## src/hw/rtl/rptw_pkg.sv

```systemverilog
// ----------------------------------------------------------------------------
// rptw_pkg
// shared types, sizes and helper functions of the radix page table walker
// ----------------------------------------------------------------------------
package rptw_pkg;

   function automatic int floor_log2(int value);
      int v;
      int r;
      v = value;
      r = 0;
      for (int i = 0; i < 32; i++) begin
         if (v > 1 && r < 31) begin
            v = v >> 1;
            r = r + 1;
         end
      end
      return r;
   endfunction

   localparam int NODE_COUNT        = 16;
   localparam int ENTRY_COUNT       = 65536;
   localparam int UPPER_LEVEL_SLOTS = 4096;
   localparam int LEAF_LEVEL_SLOTS  = 256;

   localparam int UPPER_BITS  = floor_log2(UPPER_LEVEL_SLOTS);
   localparam int LEAF_BITS   = floor_log2(LEAF_LEVEL_SLOTS);
   localparam int TOTAL_BITS  = 2 * UPPER_BITS + LEAF_BITS;
   localparam int SLOT_STRIDE = (UPPER_LEVEL_SLOTS > LEAF_LEVEL_SLOTS) ?
                                UPPER_LEVEL_SLOTS : LEAF_LEVEL_SLOTS;
   localparam int STORE_DEPTH = NODE_COUNT * SLOT_STRIDE;
   localparam int ADDR_W      = $clog2(STORE_DEPTH);
   localparam int NODE_W      = $clog2(NODE_COUNT);
   localparam int NODE_CNT_W  = $clog2(NODE_COUNT + 1);
   localparam int ENTRY_CNT_W = $clog2(ENTRY_COUNT + 1);
   localparam int IX_W        = $clog2((NODE_COUNT > ENTRY_COUNT) ? NODE_COUNT : ENTRY_COUNT);
   localparam int FB_W        = 6;
   localparam int HANDLE_W    = 16;

   localparam logic [1:0] LVL_TOP  = 2'd0;
   localparam logic [1:0] LVL_MID  = 2'd1;
   localparam logic [1:0] LVL_LEAF = 2'd2;

   localparam logic CSR_ADDR_SPACE  = 1'b0;
   localparam logic CSR_PAGE_OFFSET = 1'b1;

   typedef struct packed {
      logic [31:0] virtual_frame;
      logic [1:0]  ref_kind;
   } req_type;

   typedef struct packed {
      logic [HANDLE_W-1:0] entry_handle;
      logic                first_access;
      logic [1:0]          kind_echo;
      logic                pool_exhausted;
   } rsp_type;

   // one node slot: valid, child or entry index, and that index modulo the node count
   typedef struct packed {
      logic              valid;
      logic [IX_W-1:0]   index;
      logic [NODE_W-1:0] node;
   } slot_type;

   localparam int SLOT_W = $bits(slot_type);

   typedef struct packed {
      logic clear_step;
      logic start;
      logic step;
      logic deliver;
   } dp_cmd_type;

   typedef struct packed {
      logic clear_last;
      logic walk_end;
      logic out_free;
   } dp_sts_type;

   typedef enum logic [3:0] {
      ST_CLEAR   = 4'b0001,
      ST_IDLE    = 4'b0010,
      ST_WALK    = 4'b0100,
      ST_DELIVER = 4'b1000
   } state_type;

   // frame width: saturated to 1..32, then capped at the table depth
   function automatic logic [FB_W-1:0] frame_bits(logic [5:0] asw, logic [4:0] pow);
      logic [6:0] fb;
      if (asw <= {1'b0, pow}) begin
         fb = 7'd1;
      end else begin
         fb = 7'(asw) - 7'(pow);
      end
      if (fb > 7'd32) begin
         fb = 7'd32;
      end
      if (fb > 7'(TOTAL_BITS)) begin
         fb = 7'(TOTAL_BITS);
      end
      return FB_W'(fb);
   endfunction

   function automatic logic [6:0] level_bits(logic [1:0] lvl);
      logic [6:0] lb;
      case (lvl)
         LVL_TOP, LVL_MID: lb = 7'(UPPER_BITS);
         default:          lb = 7'(LEAF_BITS);
      endcase
      return lb;
   endfunction

   function automatic logic [6:0] level_base(logic [1:0] lvl);
      logic [6:0] cum;
      case (lvl)
         LVL_TOP: cum = 7'd0;
         LVL_MID: cum = 7'(UPPER_BITS);
         default: cum = 7'(2 * UPPER_BITS);
      endcase
      return cum;
   endfunction

   function automatic logic is_leaf(logic [FB_W-1:0] fb, logic [1:0] lvl);
      return (lvl == LVL_LEAF) || ((level_base(lvl) + level_bits(lvl)) >= 7'(fb));
   endfunction

   // store address of the slot that a level of the walk reads
   function automatic logic [ADDR_W-1:0] slot_addr(logic [31:0]       frame,
                                                   logic [FB_W-1:0]   fb,
                                                   logic [1:0]        lvl,
                                                   logic [NODE_W-1:0] node);
      logic [6:0]  fbx;
      logic [6:0]  cum;
      logic [6:0]  lb;
      logic [6:0]  lg;
      logic [6:0]  sh;
      logic [31:0] mask;
      logic [31:0] idx;
      fbx = 7'(fb);
      cum = level_base(lvl);
      lb  = level_bits(lvl);
      if (fbx >= cum + lb) begin
         lg = lb;
         sh = fbx - cum - lb;
      end else if (fbx > cum) begin
         lg = fbx - cum;
         sh = 7'd0;
      end else begin
         lg = 7'd0;
         sh = 7'd0;
      end
      mask = (32'd1 << lg) - 32'd1;
      idx  = (frame >> sh) & mask;
      return ADDR_W'(int'(node) * SLOT_STRIDE + int'(idx));
   endfunction

   function automatic logic [HANDLE_W-1:0] low_handle(logic [IX_W-1:0] ix);
      logic [31:0] wide;
      wide = 32'(ix);
      return wide[HANDLE_W-1:0];
   endfunction

endpackage

```

## src/hw/rtl/rptw_ctrl.sv

```systemverilog
// ----------------------------------------------------------------------------
// rptw_ctrl
// walk sequencer: clearing pass, request intake, level steps, delivery
// ----------------------------------------------------------------------------
module rptw_ctrl (
   input  logic                clock,
   input  logic                reset,
   input  logic                req_valid,
   output logic                req_stall,
   output rptw_pkg::dp_cmd_type cmd,
   input  rptw_pkg::dp_sts_type sts
);
   import rptw_pkg::*;

   state_type state_ff;
   state_type state_in;

   always_comb begin
      state_in = state_ff;
      case (state_ff)
         ST_CLEAR: begin
            if (sts.clear_last) state_in = ST_IDLE;
         end
         ST_IDLE: begin
            if (req_valid) state_in = ST_WALK;
         end
         ST_WALK: begin
            if (sts.walk_end) state_in = ST_DELIVER;
         end
         ST_DELIVER: begin
            if (sts.out_free) state_in = ST_IDLE;
         end
         default: begin
            state_in = ST_CLEAR;
         end
      endcase
   end

   always_ff @(posedge clock) begin
      if (reset) begin
         state_ff <= ST_CLEAR;
      end else begin
         state_ff <= state_in;
      end
   end

   assign req_stall      = (state_ff != ST_IDLE);
   assign cmd.clear_step = (state_ff == ST_CLEAR);
   assign cmd.start      = (state_ff == ST_IDLE) && req_valid;
   assign cmd.step       = (state_ff == ST_WALK);
   assign cmd.deliver    = (state_ff == ST_DELIVER) && sts.out_free;

endmodule

```

## config.mk

```make
export PLATFORM = sky130hd
export DESIGN_NAME = rptw_ctrl
export DESIGN_NICKNAME = d
export VERILOG_FILES = /design/src/hw/rtl/rptw_pkg.sv /design/src/hw/rtl/rptw_ctrl.sv
export SDC_FILE = /design/constraint.sdc
export NUM_CORES = 1
export LEC_CHECK = 0
export BUFFER_PORTS_ARGS = -buffer_cell sky130_fd_sc_hd__buf_2
export CORE_AREA = 2 2 39 41
export CTS_CLUSTER_SIZE = 8
export DETAILED_ROUTE_END_ITERATION = 10
export DIE_AREA = 0 0 41 43
export MAX_ROUTING_LAYER = met4
export PLACE_DENSITY = 0.4
export SYNTH_ARGS = -nofsm -noshare
export SYNTH_HDL_FRONTEND = slang
export SYNTH_SLANG_ARGS = --single-unit
```

## constraint.sdc

```tcl
create_clock -name clock -period 2.95 [get_ports clock]
set_input_delay 0.59 -clock clock [delete_from_list [all_inputs] [get_ports clock]]
set_output_delay 0.59 -clock clock [all_outputs]
set_load 0.02 [all_outputs]
```

==> results.md, run 1 <==
* Hold buffers post-CTS at 0
* Setup TNS at 0 ns
* Syn_area_per_cell at approximately 8 um^2
* Core Region at around 1400 um^2
* P&R area growth vs syn at 35.2%
* CP max FO at 9
* Wirelength per Cell at around 10 um
* Slew @ Worst Pin at between 0.3 and 0.4 ns
* Rel. slew slack at around three quarters
* Max VDD drop at between 0.08 and 0.09 mV
* Final HPWL DP at roughly 450 um
* Vias per std cell at roughly 4.5
* Starting Density at between 15 and 20%
* Syn Nets at 37
* Placer Congestion at between 0.6 and 0.7
* Regs by FF count: state_ff x4
* Initial antenna violation count at 0
* Clock-pin slew on the worst setup and hold paths at ~0.04 ns
* TritonCTS clock tree: built
* Final Hold Viols at 0
* Clock sink count at 4
* Worst hold path class: in2reg
* I/O pin count at 11
* Leakage power at ~0.14 nW
* RSZ-0062 raised after global routing: false
* Syn Std Cell Area at roughly 240 um^2
* Crit Path Category: reg2out
* Fin Clk Skew at 0.000349 ns
* CP arrival at about 1.3 ns
* Die ar. at 1760 um^2
* Max Clk Rate at slightly above 500 MHz
* Routed via count at 260
* GRT Total Usage at under 10%
* Total CTS buffers at 3
* ANT cells at 0
* CP required at 2.36 ns
* Sequential area share after synthesis at between 30% and 40%
* Startpoint Class: flop
* Largest register FFs at 4
* Root buffer cell: clkbuf_4
* Clk Latency, worst-skew pair at 0.23 ns
* First-pass GRT wire length at 1.01 mm
* Final Critical Period at 1.93 ns
* Power per Cell Area at around 460 nW/um^2
* Residual DRC at 0
* Tcrit/Tclk final at between 60% and 70%
* Die X-Extent at 41 um
* Yosys warns at 0
* Crit end category: output pin
* Largest Register: state_ff
* # rows at 14
* Die Y at roughly 43 um
* ANT nets after route at 0
* Vias in the first global route at 236
* Largest net degree at the start of global routing at 11
* Clock Path Buffers at 2
* Starting DRT DRC Count at 8
* Total power at approximately 0.00015 W
* Cells after synthesis at 31
* GR Overflow Total at 0
* Synth Register Bits at 4
* Postcts setup bufs at 0
* Final setup vio count at 0
* Cell variety after synth at 19
* Max-slew violation count at 0
* Port bufs at 10
* Status: complete, no violations
* H-tree Lvls at 1
* DRT Wirelength at slightly above 600 um
* Maxcap violations at 0
* Post-CTS Resized at 0
* Layout cells sized above 1 at between 30% and 40%
* Fin nets at 50
* Layout fillers at 164
* First drt pass iteration count at 4
==> kinds of logic (layout without fill, tap and decap cells) <==
group	after synthesis	after routing	synth area share, %
AO/OA/AOI/OAI	5	5	14.5
buffers and inverters	3	14	4.66
flip-flops	4	4	33.2
AND/OR/NAND/NOR	19	19	47.7
==> synthesized netlist by cell type (all sizes together) <==
| library cell | n | area [um^2] |
|---|---|---|
| a21oi | 1 | 5.00 |
| o31a | 1 | 8.76 |
| and3b | 1 | 8.76 |
| and2 | 1 | 6.26 |
| nor4bb | 1 | 10.0 |
| or3 | 1 | 6.26 |
| and3 | 1 | 7.51 |
| clkbuf | 2 | 7.51 |
| inv | 1 | 3.75 |
| nor2b | 2 | 12.5 |
| nand2 | 2 | 7.51 |
| o21ai | 1 | 5.00 |
| nor3 | 1 | 5.00 |
| nor4b | 2 | 17.5 |
| dfxtp | 4 | 80.1 |
| a22oi | 1 | 7.51 |
| nor2 | 4 | 15.0 |
| nor4 | 3 | 18.8 |
| a32oi | 1 | 8.76 |
==> cells in the final DEF (no fill, tap or decap), types with 2 or more instances in the layout <==
master,instances
nor2b_1,2
dfxtp_1,4
nor4b_1,2
clkbuf_4,3
nand2_1,2
nor4_1,3
buf_2,10
nor2_1,4
==> power breakdown <==
group	switching, W	internal [W]	leakage, nW	total (W)
Combinational	0.0000106	0.00000975	0.0974	0.0000203
Sequential	0.00000493	0.0000567	0.0327	0.0000616
Clock	0.0000215	0.0000454	0.0138	0.0000670
Total	0.0000370	0.000112	0.144	0.000149
==> metal layers <==
layer	vias up	part of all wire [%]	global-route usage [%]
li1	139	-	-
met1	113	49	13.1
met2	8	45	9.06
met3	0	6.1	0
met4	0	0	10.0
met5	-	0	-
==> critical path, stage by stage, from the launching register on <==
cell and delay, ns:
dfxtp_1 0.47, nor2b_1 0.28, and3_2 0.21, buf_2 0.15
==> path summary, 6_finish.rpt <==
| check | start | end | slack, ns | cells past startpoint |
|---|---|---|---|---|
| hold / removal | reset | state_ff[3] | 0.57 | 2 |
| setup reg to reg | state_ff[1] | state_ff[0] | 1.75 | 3 |
| setup / recovery | state_ff[1] | cmd[2] | 1.02 | 3 |
| hold reg to reg | state_ff[1] | state_ff[3] | 0.61 | 1 |
==> final cells by class <==
class / instances / area [um^2] / area share [%]
clock buffers: 3 / 22.5 / 6.90
well taps: 16 / 20.0 / 6.13
inverters: 1 / 3.75 / 1.15
multi-input cells: 24 / 150 / 46.0
repair buffers: 10 / 50.0 / 15.3
flip-flops and latches: 4 / 80.1 / 24.5
==> stage by stage <==
stage / instances / worst slack (ns) / utilization, % / hold slack [ns] / instance area [um^2]
floorplan: 31 / 1.08 / - / 0.523 / 241
global placement: 55 / 1.24 / 22.0 / 0.624 / 304
detailed placement: 55 / 1.25 / 22.0 / 0.606 / 304
CTS: 58 / 1.01 / 23.6 / 0.560 / 327
global route: 58 / 0.927 / 23.6 / 0.580 / 327
finish: 58 / 1.02 / 23.6 / 0.568 / 327
Note: power is estimated with default switching activity, not from simulation.
==> run 2, diff against run 1 <==
==> constraint.sdc (replaced) <==
create_clock -name clock -period 2 [get_ports clock]
set_input_delay 0.4 -clock clock [delete_from_list [all_inputs] [get_ports clock]]
set_output_delay 0.4 -clock clock [all_outputs]
set_load 0.02 [all_outputs]
==> results.md, run 2 (synthesis gave the netlist of run 1 again) <==
* Tcrit/Tclk final at 85.7%
* Maxcap violations at 0
* Postcts setup bufs at 0
* Worst hold path class: in2reg
* Setup TNS at 0 ns
* Clock-pin slew on the worst setup and hold paths at approximately 0.040 ns
* Layout fillers at ~160
* Startpoint Class: flop
* Die X-Extent at just over 40 um
* Starting DRT DRC Count at 12
* Starting Density at around 17%
* Max Clk Rate at 583 MHz
* R2R Setup Slk at between 0.8 and 0.9 ns
* ANT cells at 0
* R2r worst-path depth at 3
* Routed via count at ~270
* First-pass GRT wire length at 1.10 mm
* Leakage power at 0.144 nW
* Crit Path Category: reg2out
* Crit end category: output pin
* RSZ-0062 raised after global routing: false
* Hold buffers post-CTS at 0
* WL met2 at 269 um
* Vias per std cell at around 4.6
* # rows at 14
* P&R area growth vs syn at 35.2%
* Sequential Area at roughly 80 um^2
* Power per Cell Area at 676 nW/um^2
* Largest register FFs at 4
* Placed cells at 55
* Final Critical Period at approximately 1.7 ns
* Wirelength per Cell at ~11 um
* Fin Clk Skew at roughly 0.0032 ns
* Commonest non-fill, non-tap cell in the layout: buf_2
* Worst reg2reg endpoint: state_ff[0]
* CP arrival at ~1.3 ns
* Port bufs at 10
* Hold_sp: reset
* Area of placed instances at 304 um^2
* Regs by FF count: state_ff x4
* CP max FO at 9
* First drt pass iteration count at 4
* Worst hold margin at around 0.4 ns
* H-tree Lvls at 1
* TritonCTS clock tree: built
* Layout cells sized above 1 at between 30 and 40%
* Die Y at 43 um
* ANT nets after route at 0
* DRT Wirelength at between 600 and 700 um
* Clk Latency, worst-skew pair at ~0.23 ns
* Fin area at ~330 um^2
* Fin nets at 50
* Clock Path Buffers at 2
* Core Region at ~1400 um^2
* Hold endpoint: state_ff[3]
* Rel. slew slack at roughly three quarters
* RR Startpoint: state_ff[2]
* Initial antenna violation count at 0
* WHS Path Cells at 2
* I/O pin count at 11
* Post-CTS Resized at 0
* Met3 Wirelength at between 30 and 40 um
* Root buffer cell: clkbuf_4
* Slew @ Worst Pin at about 0.36 ns
* Total CTS buffers at 3
* Clock sink count at 4
* Multi-input gate area at 150 um^2
* Fin cells at 58
* GRT Total Usage at 10.2%
* Status: complete, no violations
* Largest net degree at the start of global routing at 11
* GR Overflow Total at 0
* Most frequent cells in the layout: buf_2, nor2_1, dfxtp_1, nor4_1, clkbuf_4
* Max VDD drop at ~0.18 mV
* Final Hold Viols at 0
* Die ar. at between 1500 and 2000 um^2
* Largest Register: state_ff
* Max-slew violation count at 0
* Residual DRC at 0
* DRT met1 WL at 284 um
* Placer Congestion at 0.698
* Vias in the first global route at ~250
* CP required at roughly 1.6 ns
* Final setup vio count at 0
* DR top layer: met4
## run 2: critical path: stages, from the launching register on
cell and delay [ns]:
dfxtp_1 0.46, nor2b_1 0.27, and3_2 0.20, buf_2 0.15
## run 2: how the worst max path moves through the flow
stage | start | endpoint | slack (ns) | cells after the start
CTS | state_ff[1] | cmd[2] | 0.28 | 3
global route | state_ff[1] | cmd[2] | 0.19 | 3
detailed placement | state_ff[1] | cmd[2] | 0.54 | 3
global placement | state_ff[1] | cmd[2] | 0.55 | 3
finish | state_ff[1] | cmd[2] | 0.29 | 3
floorplan | state_ff[0] | cmd[3] | 0.33 | 2
## run 2: routing by layer
layer | vias up | GRT usage, %
met4 | 0 | 12.0
met5 | - | -
li1 | 139 | -
met1 | 115 | 13.5
met2 | 10 | 10.3
met3 | 2 | 3.14
## run 2: final cells by class
class,instances,area share [%]
Tap cell,16,6.13
Timing Repair Buffer,10,15.3
Clock buffer,3,6.90
Sequential cell,4,24.5
Multi-Input combinational cell,24,46.0
Inverter,1,1.15
## run 2: power breakdown
group | switching [W] | total [W] | internal, W
sequential | 0.00000709 | 0.0000906 | 0.0000836
clock | 0.0000329 | 0.000100 | 0.0000671
combinational | 0.0000157 | 0.0000300 | 0.0000144
## run 2: per-stage QoR
| step | worst slack (ns) | total power, W | util, % |
|---|---|---|---|
| after floorplan | 0.332 | 0.000109 | - |
| after global placement | 0.548 | 0.000123 | 22.0 |
| after detailed placement | 0.543 | 0.000122 | 22.0 |
| after CTS | 0.280 | 0.000226 | 23.6 |
| after global routing | 0.190 | 0.000237 | 23.6 |
| final | 0.285 | 0.000221 | 23.6 |
==> run 3, diff against run 2 <==
==> constraint.sdc (replaced) <==
create_clock -name clock -period 2.1 [get_ports clock]
set_input_delay 0.42 -clock clock [delete_from_list [all_inputs] [get_ports clock]]
set_output_delay 0.42 -clock clock [all_outputs]
set_load 0.02 [all_outputs]
==> results.md, run 3 (synthesis gave the netlist of run 1 again) <==
* Fin nets at 50
* Hold buffers post-CTS at 0
* Routed via count at around 270
* Final Hold Viols at 0
* Post-CTS Resized at 0
* Die X-Extent at roughly 40 um
* Fin area at about 330 um^2
* Total CTS buffers at 3
* Postcts setup bufs at 0
* Largest register FFs at 4
* First drt pass iteration count at 4
* Max VDD drop at ~0.23 mV
* Post-route setup slack at roughly 0.38 ns
* Wirelength per Cell at ~11 um
* Max Clk Rate at 582 MHz
* H-tree Lvls at 1
* Leakage power at 0.144 nW
* Port bufs at 10
* Most frequent cells in the layout: buf_2, nor2_1, dfxtp_1, nor4_1, clkbuf_4
* Placer Congestion at about 0.70
* Clock Path Buffers at 2
* RSZ-0062 raised after global routing: false
* CP required at approximately 1.7 ns
* Residual DRC at 0
* Crit Path Category: reg2out
* Power per Cell Area at between 600 and 700 nW/um^2
* Status: complete, no violations
* Pre-CTS WS at around 0.63 ns
* ANT cells at 0
* Tcrit/Tclk final at between 80% and 90%
* CP max FO at 9
* Crit end category: output pin
* Clock-pin slew on the worst setup and hold paths at around 0.040 ns
* Final HPWL DP at about 460 um
* Layout cells sized above 1 at between 30% and 40%
* Initial antenna violation count at 0
* Largest Register: state_ff
* Slew @ Worst Pin at ~0.34 ns
* Die ar. at around 1800 um^2
* Layout fillers at ~160
* Largest net degree at the start of global routing at 11
* ANT nets after route at 0
* P&R area growth vs syn at 35.2%
* Root buffer cell: clkbuf_4
* Worst hold path class: in2reg
* # rows at 14
* R2r worst-path depth at 3
* GRT Total Usage at ~8.8%
* WHS Path Cells at 2
* Vias per std cell at 4.67
* I/O pin count at 11
* Core Region at 1380 um^2
* Starting DRT DRC Count at 9
* Die Y at roughly 43 um
* Regs by FF count: state_ff x4
* CP arrival at approximately 1.3 ns
* Clock sink count at 4
* Clk Latency, worst-skew pair at 0.23 ns
* GR Overflow Total at 0
* DRT Wirelength at approximately 600 um
* TritonCTS clock tree: built
* Starting Density at about 17%
* Startpoint Class: flop
* Fin Clk Skew at 0.00185 ns
* Vias in the first global route at 225
* Setup TNS at 0 ns
* Maxcap violations at 0
* Final setup vio count at 0
* Area of placed instances at 304 um^2
* Max-slew violation count at 0
* Commonest non-fill, non-tap cell in the layout: buf_2
* First-pass GRT wire length at around 980 um
* Final Critical Period at between 1.5 and 2 ns
* Rel. slew slack at 76.9%
==> run 3: cell counts in the layout (fill, tap and decap cells not counted) <==
No cell type changed its count.
==> run 3: through the flow <==
step                hold slack [ns]  utilization, %  total power, W  instances
floorplan                     0.497               -        0.000104         31
global placement              0.587            22.0        0.000117         55
detailed placement            0.586            22.0        0.000116         55
CTS                           0.409            23.6        0.000214         58
global route                  0.429            23.6        0.000220         58
finish                        0.412            23.6        0.000209         58
==> run 3: final cells by class <==
class                   count  area (um^2)  share of cell area (%)
clock buffers               3         22.5                    6.90
inverters                   1         3.75                    1.15
multi-input cells          24          150                    46.0
flip-flops and latches      4         80.1                    24.5
well taps                  16         20.0                    6.13
repair buffers             10         50.0                    15.3
==> run 3: path summary, 6_finish.rpt <==
path / start / to / slack [ns]
setup / recovery: state_ff[1] / cmd[2] / 0.38
hold / removal: reset / state_ff[3] / 0.41
setup reg to reg: state_ff[2] / state_ff[0] / 0.91
hold reg to reg: state_ff[1] / state_ff[3] / 0.59
==> run 3: routing by layer <==
layer | GRT usage, % | vias to the layer above | part of all wire [%]
met5 | - | - | 0
met4 | 10.0 | 0 | 0.98
met3 | 1.57 | 2 | 5.9
met2 | 9.69 | 10 | 45
met1 | 11.9 | 118 | 48
li1 | - | 141 | -
==> run 3: worst max-delay path: stages, from the launching register on <==
cell and delay (ns):
dfxtp_1 0.45, nor2b_1 0.26, and3_2 0.20, buf_2 0.15
==> run 3: power breakdown <==
part | total (W) | internal (W) | leakage (nW) | switching, W
registers | 0.0000863 | 0.0000796 | 0.0327 | 0.00000674
clock network | 0.0000941 | 0.0000639 | 0.0138 | 0.0000302
logic | 0.0000285 | 0.0000137 | 0.0974 | 0.0000148
total | 0.000209 | 0.000157 | 0.144 | 0.0000517
